## config.mk

```make
export PLATFORM = sky130hd
export DESIGN_NAME = k_smallest_selector
export DESIGN_NICKNAME = d
export VERILOG_FILES = /design/src/hdl/kss_pkg.sv /design/src/hdl/k_smallest_selector.sv /design/src/hdl/kss_datapath.sv /design/src/hdl/kss_ctrl.sv
export SDC_FILE = /design/constraint.sdc
export NUM_CORES = 2
export LEC_CHECK = 0
export BUFFER_PORTS_ARGS = -buffer_cell sky130_fd_sc_hd__buf_2
export CORE_UTILIZATION = 61
export CTS_BUF_LIST = sky130_fd_sc_hd__clkbuf_4 sky130_fd_sc_hd__clkbuf_8
export CTS_CLUSTER_SIZE = 16
export DETAILED_ROUTE_END_ITERATION = 7
export MAX_ROUTING_LAYER = met4
export PLACE_DENSITY = 0.78
export SLEW_MARGIN = 5
export SYNTH_ARGS = -nofsm -noshare
export SYNTH_HDL_FRONTEND = slang
export SYNTH_HIERARCHICAL = 1
export SYNTH_SLANG_ARGS = --single-unit
```

## constraint.sdc

```tcl
create_clock -name clk_i -period 16.85 [get_ports clk_i]
set_input_delay 4.2125 -clock clk_i [delete_from_list [all_inputs] [get_ports clk_i]]
set_output_delay 4.2125 -clock clk_i [all_outputs]
set_load 0.02 [all_outputs]
```

## src/hdl/kss_pkg.sv

```systemverilog
package kss_pkg;

  localparam int unsigned K_MAX_DEF = 16;
  localparam int unsigned VAL_W     = 32;
  localparam int unsigned KEEP_W    = 5;
  localparam logic [KEEP_W-1:0] KEEP_RESET = 5'd4;

  typedef struct packed {
    logic ins;    // add while filling
    logic drop;   // replace the largest
    logic shift;  // move the row up by one (emit)
  } cmd_t;

  typedef struct packed {
    logic full;    // held count reached k or capacity
    logic top_gt;  // incoming word is below the largest held
    logic last;    // one word left
  } status_t;

endpackage

```

## src/hdl/k_smallest_selector.sv

```systemverilog
// channel  direction  handshake                 payload
// in       slave      in_valid_i / in_stall_o    element_value_i, set_end_i
// out      master     out_valid_o / out_stall_i  kept_value_o, run_end_o
// cfg      slave      cfg_we_i                   cfg_wdata_i (keep_count)
//
// One input word per cycle: a parallel compare across the sorted register row.
// A word with set_end_i is followed by n output words, one per cycle, n being the
// number held; the row shifts up by one per word taken. Input stalls meanwhile.
// Reset clears the held count; the row itself needs no clearing.
// A stalled output word holds until taken.
module k_smallest_selector #(
  parameter int unsigned K_MAX = kss_pkg::K_MAX_DEF
) (
  input  logic                              clk_i,
  input  logic                              rst_ni,
  input  logic                              cfg_we_i,
  input  logic [kss_pkg::KEEP_W-1:0]        cfg_wdata_i,
  input  logic                              in_valid_i,
  output logic                              in_stall_o,
  input  logic signed [kss_pkg::VAL_W-1:0]  element_value_i,
  input  logic                              set_end_i,
  output logic                              out_valid_o,
  input  logic                              out_stall_i,
  output logic signed [kss_pkg::VAL_W-1:0]  kept_value_o,
  output logic                              run_end_o
);

  localparam int unsigned CW = $clog2(K_MAX + 1);

  kss_pkg::cmd_t    cmd;
  kss_pkg::status_t status;
  logic [CW-1:0]    k_eff;

  kss_ctrl #(
    .K_MAX (K_MAX),
    .CW    (CW)
  ) u_ctrl (
    .clk_i       (clk_i),
    .rst_ni      (rst_ni),
    .cfg_we_i    (cfg_we_i),
    .cfg_wdata_i (cfg_wdata_i),
    .in_valid_i  (in_valid_i),
    .set_end_i   (set_end_i),
    .in_stall_o  (in_stall_o),
    .out_valid_o (out_valid_o),
    .out_stall_i (out_stall_i),
    .status_i    (status),
    .cmd_o       (cmd),
    .k_eff_o     (k_eff)
  );

  kss_datapath #(
    .K_MAX (K_MAX),
    .CW    (CW)
  ) u_dp (
    .clk_i           (clk_i),
    .rst_ni          (rst_ni),
    .cmd_i           (cmd),
    .k_eff_i         (k_eff),
    .element_value_i (element_value_i),
    .status_o        (status),
    .kept_value_o    (kept_value_o)
  );

  assign run_end_o = status.last;

endmodule

```

## src/hdl/kss_datapath.sv

```systemverilog
module kss_datapath #(
  parameter int unsigned K_MAX = kss_pkg::K_MAX_DEF,
  parameter int unsigned CW    = $clog2(K_MAX + 1)
) (
  input  logic                                clk_i,
  input  logic                                rst_ni,
  input  kss_pkg::cmd_t                       cmd_i,
  input  logic [CW-1:0]                       k_eff_i,
  input  logic signed [kss_pkg::VAL_W-1:0]    element_value_i,
  output kss_pkg::status_t                    status_o,
  output logic signed [kss_pkg::VAL_W-1:0]    kept_value_o
);

  // Held words sorted descending, cell 0 holds the largest.
  logic signed [kss_pkg::VAL_W-1:0] cell_q [K_MAX];
  logic signed [kss_pkg::VAL_W-1:0] cell_d [K_MAX];
  logic [CW-1:0] count_q, count_d;
  logic [K_MAX-1:0] cmp_w, gt_w, gtu_w;
  logic wr_en;

  for (genvar g = 0; g < K_MAX; g++) begin : g_cell
    localparam logic [CW-1:0] IDX  = CW'(g);
    localparam logic [CW-1:0] IDX1 = CW'(g + 1);
    logic signed [kss_pkg::VAL_W-1:0] up_w, dn_w;
    logic prev_gt, prev_gtu;

    assign cmp_w[g] = cell_q[g] > element_value_i;
    assign gt_w[g]  = cmp_w[g] && (count_q > IDX);

    if (g < K_MAX - 1) begin : g_up
      assign up_w     = cell_q[g+1];
      assign gtu_w[g] = cmp_w[g+1] && (count_q > IDX1);
    end else begin : g_top
      assign up_w     = cell_q[g];
      assign gtu_w[g] = 1'b0;
    end

    if (g > 0) begin : g_dn
      assign dn_w     = cell_q[g-1];
      assign prev_gt  = gt_w[g-1];
      assign prev_gtu = gtu_w[g-1];
    end else begin : g_first
      assign dn_w     = cell_q[g];
      assign prev_gt  = 1'b1;
      assign prev_gtu = 1'b1;
    end

    always_comb begin
      if (cmd_i.shift) begin
        cell_d[g] = up_w;
      end else if (cmd_i.drop) begin
        if (gtu_w[g]) cell_d[g] = up_w;
        else if (prev_gtu) cell_d[g] = element_value_i;
        else cell_d[g] = cell_q[g];
      end else begin
        if (gt_w[g]) cell_d[g] = cell_q[g];
        else if (prev_gt) cell_d[g] = element_value_i;
        else cell_d[g] = dn_w;
      end
    end
  end

  assign wr_en = cmd_i.ins || cmd_i.drop || cmd_i.shift;

  always_comb begin
    count_d = count_q;
    if (cmd_i.ins) count_d = count_q + CW'(1);
    else if (cmd_i.shift) count_d = count_q - CW'(1);
  end

  always_ff @(posedge clk_i) begin
    if (wr_en) begin
      for (int i = 0; i < K_MAX; i++) cell_q[i] <= cell_d[i];
    end
  end

  always_ff @(posedge clk_i or negedge rst_ni) begin
    if (!rst_ni) begin
      count_q <= '0;
    end else begin
      count_q <= count_d;
    end
  end

  assign status_o.full   = (count_q >= k_eff_i) || (count_q == CW'(K_MAX));
  assign status_o.top_gt = cmp_w[0];
  assign status_o.last   = count_q == CW'(1);
  assign kept_value_o    = cell_q[0];

endmodule

```

## src/hdl/kss_ctrl.sv

```systemverilog
module kss_ctrl #(
  parameter int unsigned K_MAX = kss_pkg::K_MAX_DEF,
  parameter int unsigned CW    = $clog2(K_MAX + 1)
) (
  input  logic                        clk_i,
  input  logic                        rst_ni,
  input  logic                        cfg_we_i,
  input  logic [kss_pkg::KEEP_W-1:0]  cfg_wdata_i,
  input  logic                        in_valid_i,
  input  logic                        set_end_i,
  output logic                        in_stall_o,
  output logic                        out_valid_o,
  input  logic                        out_stall_i,
  input  kss_pkg::status_t            status_i,
  output kss_pkg::cmd_t               cmd_o,
  output logic [CW-1:0]               k_eff_o
);

  typedef enum logic {
    ST_TAKE,
    ST_EMIT
  } state_e;

  state_e state_q, state_d;
  logic [kss_pkg::KEEP_W-1:0] keep_q;
  logic take;

  always_comb begin
    if (keep_q == '0) k_eff_o = CW'(1);
    else if (32'(keep_q) > 32'(K_MAX)) k_eff_o = CW'(K_MAX);
    else k_eff_o = CW'(keep_q);
  end

  assign take = (state_q == ST_TAKE) && in_valid_i;

  always_comb begin
    cmd_o   = '0;
    state_d = state_q;
    unique case (state_q)
      ST_TAKE: begin
        cmd_o.ins  = take && !status_i.full;
        cmd_o.drop = take && status_i.full && status_i.top_gt;
        if (take && set_end_i) state_d = ST_EMIT;
      end
      ST_EMIT: begin
        cmd_o.shift = !out_stall_i;
        if (!out_stall_i && status_i.last) state_d = ST_TAKE;
      end
      default: state_d = ST_TAKE;
    endcase
  end

  always_ff @(posedge clk_i or negedge rst_ni) begin
    if (!rst_ni) begin
      state_q <= ST_TAKE;
      keep_q  <= kss_pkg::KEEP_RESET;
    end else begin
      state_q <= state_d;
      if (cfg_we_i) keep_q <= cfg_wdata_i;
    end
  end

  assign in_stall_o  = state_q != ST_TAKE;
  assign out_valid_o = state_q == ST_EMIT;

endmodule

```

==> flow_summary.json <==
{
  "outcome": "completed",
  "cts_made_buffers": 100,
  "drive_gt1_frac": 0.09519,
  "grt-ovfl-total": 0,
  "relSlewSlack": 0.1448,
  "vias": 42190,
  "path_clk_slew_ps": 60,
  "critPathArrivalTime_ps": 10970,
  "drc": 0,
  "maxCapViolations": 0,
  "total_power_w": 0.01119,
  "crit_required_ps": 17440,
  "syn_avg_cell_area_um2": 9.236,
  "hold_class": "reg -> reg",
  "max_freq_mhz": 96.27,
  "powerDensity_nw_per_um2": 229.2,
  "synth_ff_type": "edfxtp_1",
  "irDropWorstVdd_uv": 194.6,
  "cts_tree": "done",
  "drtPass1Iterations": 8,
  "rsz0062_at_grt": "no",
  "core_um2": 74700,
  "r2r_slack_ps": 10540,
  "postCtsHoldBufs": 0,
  "crit_path_max_fanout": 85,
  "layout_common_cells": "ha_1, edfxtp_1, a21oi_1, nor2_1, nand2_1",
  "hpwl_um": 100300,
  "synthCells": 5004,
  "wl_um": 145500,
  "synth_edf_count": 512,
  "seq_area_frac_synth": 0.3387,
  "nets": 5410,
  "area_delta_synth_final_pct": 5.691,
  "period_needed_ps": 10390,
  "ys_seq_elements": 523,
  "tightestPinTransition_ps": 1279,
  "synth_compound_area_frac": 0.2515,
  "clock_path_buffers": 3,
  "grt_pass1_vias": 40110,
  "cts.htree.levels": 3,
  "root_buffer": "clkbuf_8",
  "skew_ps": 34.75,
  "async_flop_share": 0.02103,
  "yosysWarningCount": 6,
  "post-route-period-util": 0.6165,
  "synth.cell_area_um2": 46220,
  "critPathCaptureType": "register",
  "ant_nets": 0,
  "grt_pass1_wl_um": 226800,
  "setup_viol": 0,
  "final_common_cell": "ha_1",
  "synth_top_family_by_area": "compound AO/OA/AOI/OAI gates",
  "ctsResizeCount": 0,
  "postCtsSetupBuffers": 0,
  "antenna_found_initial": 12,
  "hold_viol": 0,
  "grt_max_degree": 168,
  "timing.setup.tns_ps": 0,
  "ios": 78,
  "drv_slew": 0,
  "synthesis.nets": 5569,
  "row_count": 100,
  "drtIter0Drc": 4838,
  "startpoint_type": "input port",
  "fp.dieArea_um2": 76870,
  "synth-xor-area-share": 0.0009476,
  "die-height_um": 277.3,
  "criticalPathCategory": "in -> reg",
  "track_usage": 0.3796,
  "vias_per_cell": 7.142,
  "gp_congestion": 1.043,
  "clock_latency_ps": 740,
  "cellLeakagePower_nw": 19.85,
  "wl_per_cell_um": 24.62,
  "synth_fa_ha_area_frac": 0.1413,
  "initial_core_util": 0.6187,
  "die_x_um": 277.3,
  "cts.sinks": 523,
  "ys_types": 89,
  "muxShareOfSynthArea": 0.09164,
  "synth-simple-area-share": 0.1234,
  "io_buffers": 77,
  "hold_ws_ps": 505.7
}
power breakdown:
part           internal (W)  switching [W]  total [W]
Clock              0.000688       0.000604    0.00129
Sequential          0.00246       0.000755    0.00321
Combinational       0.00266        0.00403    0.00669
Total               0.00581        0.00539     0.0112
cell usage after synthesis (140+ instances only):
master    instances  area (um^2)
nor3_1          140        700.7
edfxtp_1        512        15370
a211oi_1        163         1224
ha_1            522         6531
o22ai_1         184         1151
nand2_1         361         1355
o21ai_0         262         1311
a221o_1         221         2212
a21oi_1         502         2512
clkbuf_1        295         1107
mux2i_1         298         2983
nor2_1          448         1682
final timing paths:
check                                             start                           end  depth (start not counted)
max                                 element_value_i[31]  u_dp/cell_q[5][12]$_DFFE_PP_                         16
min                        u_ctrl/keep_q[3]$_DFFE_PN0P_  u_ctrl/keep_q[3]$_DFFE_PN0P_                          1
max reg2reg                u_dp/cell_q[0][31]$_DFFE_PP_  u_dp/cell_q[5][12]$_DFFE_PP_                         14
min reg2reg                u_ctrl/keep_q[3]$_DFFE_PN0P_  u_ctrl/keep_q[3]$_DFFE_PN0P_                          1
max in group asynchronous                        rst_ni  u_ctrl/keep_q[2]$_DFFE_PN1P_                          1
min in group asynchronous                        rst_ni   u_dp/count_q[4]$_DFFE_PN0P_                          1
metal layers:
| layer | track usage | share of wire |
|---|---|---|
| met5 | - | 0 |
| met4 | 0.2187 | 0.058 |
| met3 | 0.05668 | 0.10 |
| met2 | 0.5740 | 0.44 |
| met1 | 0.4855 | 0.40 |
cells by family (layout without fill, tap and decap cells):
family	Yosys count	in the layout
compound gates	1723	1723
simple gates	1252	1252
buf+inv	573	496
flops	523	523
fa+ha+maj	522	522
mux	406	406
xor+xnor	5	5
other cells	0	12
state kept, by name (all words and copies together) (netlist names):
name,cells
u_ctrl/in_stall_o,1
u_dp/count_q,5
u_dp/cell_q,512
u_ctrl/keep_q,5
critical path, stage by stage:
cell,delay [ps]
buf_2,360
inv_1,570
ha_1,620
nand4_1,180
nor4_1,660
o311ai_0,460
a31o_2,350
and3_1,160
and4b_4,310
nor2_4,130
buf_4,500
buf_4,750
buf_4,860
o21ai_0,250
a21oi_1,220
a221o_1,150
layout make-up:
type	count	area [um^2]
clock buffer	143	1730
timing repair buffer	172	1124
inverter	140	525.5
tap	969	1212
fill	6038	25850
clock inverter	41	237.7
sequential	523	15650
antenna	12	30.03
multi-input combinational	3908	28330
per-stage QoR:
stage                       util  instances  cell area, um^2  worst slack (ps)
final                     0.6539       5908            48850              6463
after global routing      0.6539       5908            48850              6324
after CTS                 0.6535       5896            48820              6789
after detailed placement  0.6272       5712            46850              5998
after global placement    0.6272       5712            46850              6228
after floorplan                -       5004            46220              3492
Note: power is estimated with default switching activity, not from simulation.
